==> src/rtl/stq_pkg.sv <==
package stq_pkg;

  localparam logic [1:0] ACT_TICK   = 2'd0;
  localparam logic [1:0] ACT_ADD    = 2'd1;
  localparam logic [1:0] ACT_REMOVE = 2'd2;

  localparam logic [2:0] KIND_ADDED    = 3'd0;
  localparam logic [2:0] KIND_REJECTED = 3'd1;
  localparam logic [2:0] KIND_FULL     = 3'd2;
  localparam logic [2:0] KIND_REMOVED  = 3'd3;
  localparam logic [2:0] KIND_EXPIRED  = 3'd4;

  localparam logic [4:0] MAX_RESULTS = 5'd16;
  localparam logic [15:0] LIMIT_RESET = 16'hFFFF;

  typedef struct packed {
    logic [31:0] due;
    logic [15:0] id;
    logic [23:0] period;
    logic        rep;
  } entry_t;

  typedef enum logic [3:0] {
    ST_IDLE,
    ST_EMIT,
    ST_INS_START,
    ST_A_RD,
    ST_A_CMP,
    ST_S_RD,
    ST_S_WR,
    ST_INS,
    ST_R_RD,
    ST_R_CHK,
    ST_T_RD,
    ST_T_CHK,
    ST_P_RD,
    ST_P_WR
  } state_t;

  function automatic logic is_later(input logic [31:0] a, input logic [31:0] b);
    logic [31:0] d;
    d = a - b;
    return (d != 32'd0) && !d[31];
  endfunction

endpackage

==> src/rtl/sorted_timer_queue.sv <==
// Timer table kept in due-time order in one single-port-style memory with a
// registered read. Items are taken one at a time. Each table step is a read
// followed by a modify or write. An add scans entries for the insert point,
// then shifts the later entries up; a remove reads every entry and writes
// back the ones it keeps; a tick checks the front entry and, on each expiry,
// shifts the rest of the table forward and runs an add for a re-armed
// repeating timer. Results leave through an output register, one per cycle
// at most; a stalled result holds the sequencer at its next result until it
// is taken.
module sorted_timer_queue #(
  parameter int TABLE_DEPTH = 16
) (
  input  logic        clk,
  input  logic        rst_n,
  input  logic        in_valid,
  output logic        in_ready,
  input  logic [1:0]  in_action,
  input  logic [15:0] in_timer_id,
  input  logic [23:0] in_interval,
  input  logic        in_repeat_req,
  output logic        out_valid,
  input  logic        out_ready,
  output logic [2:0]  out_kind,
  output logic [15:0] out_id,
  output logic [4:0]  out_removed_count,
  output logic        out_last,
  input  logic        psel,
  input  logic        penable,
  input  logic        pwrite,
  input  logic [2:0]  paddr,
  input  logic [31:0] pwdata,
  output logic [31:0] prdata,
  output logic        pready
);
  import stq_pkg::*;

  localparam int AW = (TABLE_DEPTH > 1) ? $clog2(TABLE_DEPTH) : 1;
  localparam int CW = $clog2(TABLE_DEPTH + 1);
  localparam int RW = (CW > 5) ? CW : 5;

  entry_t mem [TABLE_DEPTH];
  entry_t rd_r;

  logic          mem_we, mem_re;
  logic [AW-1:0] mem_wa, mem_ra;
  entry_t        mem_wd;

  state_t state_r, state_nxt, ret_r, ret_nxt;
  logic [CW-1:0] idx_r, idx_nxt, pos_r, pos_nxt, wi_r, wi_nxt, count_r, count_nxt;
  logic [RW-1:0] removed_r, removed_nxt;
  logic [31:0]   time_r, time_nxt;
  entry_t        ent_r, ent_nxt;
  logic [4:0]    nres_r, nres_nxt;
  logic          pend_v_r, pend_v_nxt;
  logic [15:0]   pend_id_r, pend_id_nxt;
  logic          is_tick_r, is_tick_nxt;
  logic [2:0]    res_kind_r, res_kind_nxt;
  logic [15:0]   res_id_r, res_id_nxt;
  logic [4:0]    res_cnt_r, res_cnt_nxt;
  logic          res_last_r, res_last_nxt;
  logic          out_valid_r, out_valid_nxt;
  logic [2:0]    out_kind_r, out_kind_nxt;
  logic [15:0]   out_id_r, out_id_nxt;
  logic [4:0]    out_cnt_r, out_cnt_nxt;
  logic          out_last_r, out_last_nxt;
  logic [15:0]   limit_r;
  logic          slot_free;

  assign slot_free = !out_valid_r || out_ready;
  assign in_ready  = (state_r == ST_IDLE);
  assign out_valid = out_valid_r;
  assign out_kind  = out_kind_r;
  assign out_id    = out_id_r;
  assign out_removed_count = out_cnt_r;
  assign out_last  = out_last_r;
  assign pready    = 1'b1;
  assign prdata    = {16'd0, limit_r};

  always_ff @(posedge clk) begin
    if (!rst_n) begin
      limit_r <= LIMIT_RESET;
    end else if (psel && penable && pwrite && !paddr[2]) begin
      limit_r <= pwdata[15:0];
    end
  end

  always_ff @(posedge clk) begin
    if (mem_we) begin
      mem[mem_wa] <= mem_wd;
    end
    if (mem_re) begin
      rd_r <= mem[mem_ra];
    end
  end

  always_ff @(posedge clk) begin
    if (!rst_n) begin
      state_r     <= ST_IDLE;
      ret_r       <= ST_IDLE;
      count_r     <= '0;
      time_r      <= '0;
      pend_v_r    <= 1'b0;
      out_valid_r <= 1'b0;
    end else begin
      state_r     <= state_nxt;
      ret_r       <= ret_nxt;
      count_r     <= count_nxt;
      time_r      <= time_nxt;
      pend_v_r    <= pend_v_nxt;
      out_valid_r <= out_valid_nxt;
    end
  end

  always_ff @(posedge clk) begin
    idx_r      <= idx_nxt;
    pos_r      <= pos_nxt;
    wi_r       <= wi_nxt;
    removed_r  <= removed_nxt;
    ent_r      <= ent_nxt;
    nres_r     <= nres_nxt;
    pend_id_r  <= pend_id_nxt;
    is_tick_r  <= is_tick_nxt;
    res_kind_r <= res_kind_nxt;
    res_id_r   <= res_id_nxt;
    res_cnt_r  <= res_cnt_nxt;
    res_last_r <= res_last_nxt;
    out_kind_r <= out_kind_nxt;
    out_id_r   <= out_id_nxt;
    out_cnt_r  <= out_cnt_nxt;
    out_last_r <= out_last_nxt;
  end

  always_comb begin
    state_nxt    = state_r;
    ret_nxt      = ret_r;
    idx_nxt      = idx_r;
    pos_nxt      = pos_r;
    wi_nxt       = wi_r;
    count_nxt    = count_r;
    removed_nxt  = removed_r;
    time_nxt     = time_r;
    ent_nxt      = ent_r;
    nres_nxt     = nres_r;
    pend_v_nxt   = pend_v_r;
    pend_id_nxt  = pend_id_r;
    is_tick_nxt  = is_tick_r;
    res_kind_nxt = res_kind_r;
    res_id_nxt   = res_id_r;
    res_cnt_nxt  = res_cnt_r;
    res_last_nxt = res_last_r;
    out_valid_nxt = out_valid_r && !out_ready;
    out_kind_nxt = out_kind_r;
    out_id_nxt   = out_id_r;
    out_cnt_nxt  = out_cnt_r;
    out_last_nxt = out_last_r;
    mem_we = 1'b0;
    mem_re = 1'b0;
    mem_wa = '0;
    mem_ra = '0;
    mem_wd = rd_r;

    unique case (state_r)
      ST_IDLE: begin
        if (in_valid) begin
          case (in_action)
            ACT_TICK: begin
              time_nxt    = time_r + 32'd1;
              nres_nxt    = '0;
              pend_v_nxt  = 1'b0;
              is_tick_nxt = 1'b1;
              state_nxt   = ST_T_RD;
            end
            ACT_ADD: begin
              is_tick_nxt    = 1'b0;
              ent_nxt.due    = time_r + {8'd0, in_interval};
              ent_nxt.id     = in_timer_id;
              ent_nxt.period = in_interval;
              ent_nxt.rep    = in_repeat_req;
              res_id_nxt     = in_timer_id;
              res_cnt_nxt    = '0;
              res_last_nxt   = 1'b1;
              ret_nxt        = ST_IDLE;
              if (!in_repeat_req && (in_timer_id >= limit_r)) begin
                res_kind_nxt = KIND_REJECTED;
                state_nxt    = ST_EMIT;
              end else if (count_r == CW'(TABLE_DEPTH)) begin
                res_kind_nxt = KIND_FULL;
                state_nxt    = ST_EMIT;
              end else begin
                state_nxt = ST_INS_START;
              end
            end
            ACT_REMOVE: begin
              ent_nxt.id  = in_timer_id;
              idx_nxt     = '0;
              wi_nxt      = '0;
              removed_nxt = '0;
              state_nxt   = ST_R_RD;
            end
            default: ;
          endcase
        end
      end
      ST_EMIT: begin
        if (slot_free) begin
          out_valid_nxt = 1'b1;
          out_kind_nxt  = res_kind_r;
          out_id_nxt    = res_id_r;
          out_cnt_nxt   = res_cnt_r;
          out_last_nxt  = res_last_r;
          state_nxt     = ret_r;
        end
      end
      ST_INS_START: begin
        idx_nxt = '0;
        if (count_r == '0) begin
          pos_nxt   = '0;
          state_nxt = ST_INS;
        end else begin
          state_nxt = ST_A_RD;
        end
      end
      ST_A_RD: begin
        mem_re    = 1'b1;
        mem_ra    = idx_r[AW-1:0];
        state_nxt = ST_A_CMP;
      end
      ST_A_CMP: begin
        if (is_later(rd_r.due, ent_r.due)) begin
          pos_nxt   = idx_r;
          idx_nxt   = count_r;
          state_nxt = ST_S_RD;
        end else if (idx_r + CW'(1) == count_r) begin
          pos_nxt   = count_r;
          idx_nxt   = count_r;
          state_nxt = ST_S_RD;
        end else begin
          idx_nxt   = idx_r + CW'(1);
          state_nxt = ST_A_RD;
        end
      end
      ST_S_RD: begin
        if (idx_r == pos_r) begin
          state_nxt = ST_INS;
        end else begin
          mem_re    = 1'b1;
          mem_ra    = AW'(idx_r - CW'(1));
          state_nxt = ST_S_WR;
        end
      end
      ST_S_WR: begin
        mem_we    = 1'b1;
        mem_wa    = idx_r[AW-1:0];
        mem_wd    = rd_r;
        idx_nxt   = idx_r - CW'(1);
        state_nxt = ST_S_RD;
      end
      ST_INS: begin
        mem_we    = 1'b1;
        mem_wa    = pos_r[AW-1:0];
        mem_wd    = ent_r;
        count_nxt = count_r + CW'(1);
        if (is_tick_r) begin
          state_nxt = ST_T_RD;
        end else begin
          res_kind_nxt = KIND_ADDED;
          ret_nxt      = ST_IDLE;
          state_nxt    = ST_EMIT;
        end
      end
      ST_R_RD: begin
        if (idx_r == count_r) begin
          count_nxt    = wi_r;
          res_kind_nxt = KIND_REMOVED;
          res_id_nxt   = ent_r.id;
          res_cnt_nxt  = (removed_r > RW'(31)) ? 5'd31 : removed_r[4:0];
          res_last_nxt = 1'b1;
          ret_nxt      = ST_IDLE;
          state_nxt    = ST_EMIT;
        end else begin
          mem_re    = 1'b1;
          mem_ra    = idx_r[AW-1:0];
          state_nxt = ST_R_CHK;
        end
      end
      ST_R_CHK: begin
        if (rd_r.id == ent_r.id) begin
          removed_nxt = removed_r + RW'(1);
        end else begin
          mem_we = 1'b1;
          mem_wa = wi_r[AW-1:0];
          mem_wd = rd_r;
          wi_nxt = wi_r + CW'(1);
        end
        idx_nxt   = idx_r + CW'(1);
        state_nxt = ST_R_RD;
      end
      ST_T_RD: begin
        if ((nres_r == MAX_RESULTS) || (count_r == '0)) begin
          res_kind_nxt = KIND_EXPIRED;
          res_id_nxt   = pend_id_r;
          res_cnt_nxt  = '0;
          res_last_nxt = 1'b1;
          ret_nxt      = ST_IDLE;
          state_nxt    = pend_v_r ? ST_EMIT : ST_IDLE;
        end else begin
          mem_re    = 1'b1;
          mem_ra    = '0;
          state_nxt = ST_T_CHK;
        end
      end
      ST_T_CHK: begin
        res_kind_nxt = KIND_EXPIRED;
        res_id_nxt   = pend_id_r;
        res_cnt_nxt  = '0;
        if (is_later(time_r, rd_r.due)) begin
          ent_nxt.due    = time_r + {8'd0, rd_r.period};
          ent_nxt.id     = rd_r.id;
          ent_nxt.period = rd_r.period;
          ent_nxt.rep    = rd_r.rep;
          pend_id_nxt    = rd_r.id;
          pend_v_nxt     = 1'b1;
          nres_nxt       = nres_r + 5'd1;
          idx_nxt        = CW'(1);
          res_last_nxt   = 1'b0;
          ret_nxt        = ST_P_RD;
          state_nxt      = pend_v_r ? ST_EMIT : ST_P_RD;
        end else begin
          res_last_nxt = 1'b1;
          ret_nxt      = ST_IDLE;
          state_nxt    = pend_v_r ? ST_EMIT : ST_IDLE;
        end
      end
      ST_P_RD: begin
        if (idx_r == count_r) begin
          count_nxt = count_r - CW'(1);
          state_nxt = ent_r.rep ? ST_INS_START : ST_T_RD;
        end else begin
          mem_re    = 1'b1;
          mem_ra    = idx_r[AW-1:0];
          state_nxt = ST_P_WR;
        end
      end
      ST_P_WR: begin
        mem_we    = 1'b1;
        mem_wa    = AW'(idx_r - CW'(1));
        mem_wd    = rd_r;
        idx_nxt   = idx_r + CW'(1);
        state_nxt = ST_P_RD;
      end
      default: state_nxt = ST_IDLE;
    endcase
  end

endmodule

==> config.mk <==
export PLATFORM = sky130hd
export DESIGN_NAME = sorted_timer_queue
export DESIGN_NICKNAME = d
export VERILOG_FILES = /design/src/rtl/stq_pkg.sv /design/src/rtl/sorted_timer_queue.sv
export SDC_FILE = /design/constraint.sdc
export NUM_CORES = 2
export LEC_CHECK = 0
export ABC_CLOCK_PERIOD_IN_PS = 13700
export CAP_MARGIN = 0
export CORE_UTILIZATION = 51
export DETAILED_ROUTE_END_ITERATION = 6
export DONT_BUFFER_PORTS = 1
export MAX_ROUTING_LAYER = met4
export PLACE_DENSITY = 0.71
export SYNTH_ARGS = -nofsm -noshare
export SYNTH_HDL_FRONTEND = slang
export SYNTH_SLANG_ARGS = --single-unit
export TNS_END_PERCENT = 1
==> constraint.sdc <==
create_clock -name clk -period 13.7 [get_ports clk]
set_input_delay 4.11 -clock clk [delete_from_list [all_inputs] [get_ports clk]]
set_output_delay 4.11 -clock clk [all_outputs]
set_load 0.02 [all_outputs]
# --- Yosys cells after proc, flatten, opt, wreduce, memory -nomap -nowiden ---
# Memory sizes are Yosys's and may differ from the RTL's. A register that Yosys moved wholly into a read port is not among the register bits.
# Cells that the tools add are included.
classes:
  order_cmp: 2
  n_addsub: 12
  n_mux: 98
  n_eq_ne: 38
  reduce_logical: 48
op_table:
  columns: ["cell", "n"]
  rows:
  - ["two-way mux 73 bit", 3]
  - ["case mux 73 bit (2 select lines)", 1]
  - ["two-way mux 5 bit", 20]
  - ["two-way mux 16 bit", 5]
  - ["two-way mux 4 bit", 19]
  - ["adder 32 x 24 -> 32 bit", 2]
  - ["case mux 16 bit (4 select lines)", 1]
  - ["nonzero test 32 bit", 2]
  - ["subtractor 32 bit", 2]
  - ["case mux 4 bit (14 select lines)", 1]
  - ["case mux 5 bit (2 select lines)", 4]
  - ["adder 32 x 1 -> 32 bit, second input constant", 1]
  - ["two-way mux 32 bit", 1]
  - ["two-way mux 3 bit", 10]
  - ["case mux 5 bit (6 select lines)", 1]
  - ["adder 5 x 1 -> 5 bit, second input constant", 5]
  - ["two-way mux 25 bit", 1]
  - ["equality test 4 bit, second input constant", 6]
  - ["case mux 4 bit (3 select lines)", 2]
  - ["AND reduction 4 bit", 6]
  - ["inequality test 2 bit, second input constant", 11]
  - ["case mux 4 bit (5 select lines)", 1]
  - ["case mux 5 bit (4 select lines)", 1]
  - ["two-way mux 1 bit", 18]
  - ["other kinds (39)", 74]
word_totals:
  output_inout_bits: 60
  elab_cells: 225
  n_memories: 1
  ram_bits: 1168
  input_bits: 85
  register_bits: 228
memory_table:
  columns: ["name", "depth", "width", "rd", "rd_clocked_by_memory_dff", "wr", "line_no", "rtl"]
  rows:
  - ["mem", 16, 73, 1, 1, 1, "sorted_timer_queue.sv:41", "entry_t mem [TABLE_DEPTH];"]

# --- Depth between registers and ports, before layout ---
logic_depth:
  depth_word: 6
  mapped_depth: 21
  depth_no_buf: 19

# --- Least setup slack after synthesis ---
# Ideal clock, no wire load.
synth_path:
  path_kind: "input -> register"
  from: "input in_action[1]"
  to: "register res_cnt_r[0] (enable)"
  path_buffers: 0
  cell_stages: 6
  required_ps: 13243
  t_arrival_ps: 6828
  path_slack_ps: 6415
  setup_ps: 457
  path_cell_list: "inv_1 -> ha_1 -> nand2_1 -> a21oi_1 -> o21ai_0 -> nor4_1"
synth_between:
  elab_chain_len: 3
synth_lines:
  columns: ["element", "line_no", "rtl"]
  rows:
  - ["start: declaration", "sorted_timer_queue.sv:17", "input logic [1:0] in_action,"]
  - ["equality test 2 x 1 -> 1 bit", "sorted_timer_queue.sv:165", "case (in_action)"]
  - ["inequality test 2 x 1 -> 1 bit (no line)", null, null]
  - ["AND reduction 5 bit (no line)", null, null]
  - ["end signal: assignment", "sorted_timer_queue.sv:125", "res_cnt_r <= res_cnt_nxt;"]
  - ["end: declaration", "sorted_timer_queue.sv:59", "logic [4:0] res_cnt_r, res_cnt_nxt;"]
# No other way between the ends.
# A chain may end at the register's enable or synchronous reset.

==> results by group <==
Run status
  – Status: finished, final reports clean

Setup path
  – Arrival time worst endpoint: roughly 8 ns
  – Startpoint Class: primary input
  – Max FO, Critical Path: 4
  – CP Class: primary input to flip-flop
  – Critical path capture point type: flip-flop
  – Worst EP required: approximately 14 ns

Yosys
  – Post-synth EDFFs: ~1,400
  – Yosys reg bits: 1,466
  – Avg Cell Area, Syn: 12.5 µm²
  – Yosys warnings: 0
  – Sequential share of the synthesized area: 0.666
  – Synth Cell Area: 65,200 µm²
  – Unique masters post-synth: 88
  – Post-synth ARST share: 0
  – Post-synthesis cell count: 5,197
  – Ys flop type: edfxtp_1

Clock network
  – TritonCTS clock tree: done
  – CTS sink count: 1,466
  – Worst skew pair latency: 0.78 ns
  – Hold Buf Count CTS: 0
  – # H-tree levels: 4
  – CTS resizes: 0
  – Clk slew on worst S/H paths: about 0.060 ns
  – Maximum clock path buffer count: 3
  – Num CTS Buffers: 147
  – CTS root buf: clkbuf_16
  – Post-CTS Setup Inserts: 0

Route
  – DR pass1 iterations: 5
  – DRC: 0
  – Final wirelength: 159 mm
  – WL/cell: around 23 µm
  – Starting DRT DRC Count: 4,682
  – Via count: 42,300
  – Routed Antenna Nets: 0
  – DR vias/cell: 6.16

Die
  – Die Y: 360 µm
  – Row count: 130
  – # IOs: 145
  – Die ar.: 129,000 µm²
  – Initial core utilization: 0.517
  – Die width: 360 µm
  – Core Area: 126,000 µm²

Global route
  – GRT overflow: 0
  – Global-route wire length before repair: 240 mm
  – GRT Util Overall: 0.250
  – Antenna violations before repair: 9
  – Largest net degree at the start of global routing: 215
  – Vias in the first global route: 40,200

Finish
  – Layout cells sized above 1: 0.0718
  – Number of nets in the layout: between 5,000 and 6,000
  – Area Overhead vs Synth: 9.85%
  – Fill count: 9,942
  – Finished Cell Area: between 70,000 and 80,000 µm²
  – Final Non-Filler Cells: 6,866

Power
  – Leak: about 24 nW
  – Pwr dens: 183 nW/µm²
  – Worst VDD drop: approximately 140 µV
  – Total power: 0.0131 W

Timing
  – Setup violations, final: 0
  – Setup TNS: 0 ns
  – Max Slew Vio Count: 0
  – Fmax: 0.133 GHz
  – Slew HR: 0.185
  – Worst slew pin tran: 1.22 ns
  – RSZ-0062 raised after global routing: false
  – Crit share post-route: 0.548
  – Clock skew: 0.0255 ns
  – WHS: roughly 0.42 ns
  – Min Tclk post-route: around 7.5 ns
  – Hold Vio Cnt, Final: 0

Job
  – MaxCap Viol Count: 0

Placed design
  – IO buf count: 0
  – Area post-placement: 66,900 µm²
  – DP HPWL: 86.8 mm
  – RePlAce Congestion: 0.910
  – Cells after DPL: approximately 6,600

Min path
  – Worst hold path class: flip-flop to flip-flop
-- area by class of cell --
cell class                 instances  area, µm²  share of cell area
inverter                         126        473             0.00660
clock buffer                     190       3860              0.0539
tap                             1650       2060              0.0288
multi-input combinational       3264      20200               0.281
clock inverter                    75        880              0.0123
timing repair buffer              86        746              0.0104
antenna                            9       22.5            0.000314
sequential                      1466      43400               0.606
-- path summary, 6_finish.rpt --
kind | end | slack, ns | start | cells past startpoint
max | ent_r[70] | 6.19 | in_interval[1] | 14
min | out_kind[2] | 0.42 | res_kind_r[2] | 0
max reg2reg | ent_r[70] | 6.67 | state_r[2] | 18
min reg2reg | out_kind[2] | 0.42 | res_kind_r[2] | 0
-- cell families (layout without fill, tap and decap cells) --
group | Yosys count | after routing | share of synthesized area
xor gates and xnor gates | 119 | 119 | 0.0160
and+or+nand+nor | 1614 | 1614 | 0.116
AOI/OAI and AO/OA | 1339 | 1339 | 0.140
DFF | 1466 | 1466 | 0.666
muxes | 55 | 55 | 0.00929
adders and majority gates | 120 | 120 | 0.0235
other | 2 | 26 | 0.000115
buffers and inverters | 482 | 477 | 0.0291
-- layer usage --
metal  vias up  global-route usage  share of wire
li1      19500                   -              -
met4         0              0.0799          0.026
met3       283              0.0461          0.078
met2      1614               0.382           0.47
met1     20900               0.340           0.43
met5         -                   -              0
-- where the power goes --
group | switching [W] | internal, W
Clock | 0.00166 | 0.00232
Combinational | 0.00225 | 0.000992
Sequential | 0.000215 | 0.00568
Total | 0.00413 | 0.00899
-- registers in the layout (all words and copies together) (netlist names), 16 cells and up --
signal / cells
ent_r: 73
limit_r: 16
mem: 1168
out_id: 16
pend_id_r: 16
rd_r: 73
res_id_r: 16
time_r: 32
-- cell usage in the layout, fill, tap and decap left out, drive strengths merged, types with 9 or more instances in the layout --
| master | synthesis | routed |
|---|---|---|
| a31oi | 161 | 161 |
| nand4 | 34 | 34 |
| and2 | 329 | 329 |
| dfxtp | 60 | 60 |
| nor4 | 16 | 16 |
| a211oi | 381 | 381 |
| a21oi | 273 | 273 |
| nand2 | 886 | 886 |
| a22oi | 21 | 21 |
| inv | 126 | 131 |
| a21o | 38 | 38 |
| bufinv | 0 | 17 |
| edfxtp | 1406 | 1406 |
| o31ai | 10 | 10 |
| clkbuf | 318 | 190 |
| nor2 | 117 | 117 |
| conb | 2 | 17 |
| and3 | 23 | 23 |
| mux2i | 11 | 11 |
| o21a | 21 | 21 |
| nor3b | 23 | 23 |
| o21ai | 150 | 150 |
| or3 | 16 | 16 |
| and4 | 11 | 11 |
| nand2b | 20 | 20 |
| diode | 0 | 9 |
| buf | 38 | 86 |
| a311oi | 148 | 148 |
| mux2 | 44 | 44 |
| xor2 | 48 | 48 |
| xnor2 | 71 | 71 |
| nor2b | 16 | 16 |
| ha | 116 | 116 |
| nand3 | 65 | 65 |
| clkinv | 0 | 50 |
| nor3 | 33 | 33 |
| o21bai | 9 | 9 |
| o211ai | 29 | 29 |
| a21boi | 14 | 14 |
-- synth_stat cells (8+ instances only) --
library cell,instances,share of area
xor2_1,48,0.0064
edfxtp_1,1406,0.65
nand4_1,34,0.0033
o31ai_1,10,0.0012
mux2_2,44,0.0076
nand3_1,65,0.0050
a211oi_1,381,0.044
xnor2_1,71,0.0095
and2_1,294,0.028
and4_1,11,0.0015
o2111ai_1,8,0.0011
mux2i_1,11,0.0017
ha_1,116,0.022
a21o_1,38,0.0044
nor2b_1,16,0.0015
and3_1,23,0.0022
inv_1,126,0.0073
dfxtp_1,60,0.018
o21bai_1,9,0.0010
clkbuf_1,318,0.018
a21boi_0,12,0.0014
buf_4,19,0.0022
nand2b_1,20,0.0019
nand2_1,886,0.051
or3_1,16,0.0015
o21ai_1,12,0.00092
o21ai_0,138,0.011
nor3_1,32,0.0025
a31oi_1,161,0.015
a311oi_1,148,0.020
o211ai_1,29,0.0033
nor3b_1,23,0.0026
buf_1,11,0.00063
a21oi_1,272,0.021
nor4_1,15,0.0014
a22oi_1,21,0.0024
nor2_1,117,0.0067
o22ai_1,8,0.00077
and2_0,35,0.0034
o21a_1,21,0.0024
-- through the flow --
step           utilization  setup WS (ns)
6_report             0.568           6.19
5_1_grt              0.567           5.91
4_1_cts              0.567           6.26
3_5_place_dp         0.530           5.43
3_3_place_gp         0.530           5.44
2_1_floorplan            -           6.41
-- worst max-delay path, cell delays in order --
cell and delay, ns:
mux2i_1 0.27, inv_1 0.10, ha_1 0.28, a21o_1 0.17
a21oi_1 0.30, o211a_1 0.25, o21ai_0 0.19, a2111oi_0 0.43
nor2_1 0.12, o41ai_1 0.75, o21ai_0 0.35, o41a_1 0.49
nand4_1 0.15, xnor2_1 0.07
No activity file was read; power rests on OpenSTA's default activity.
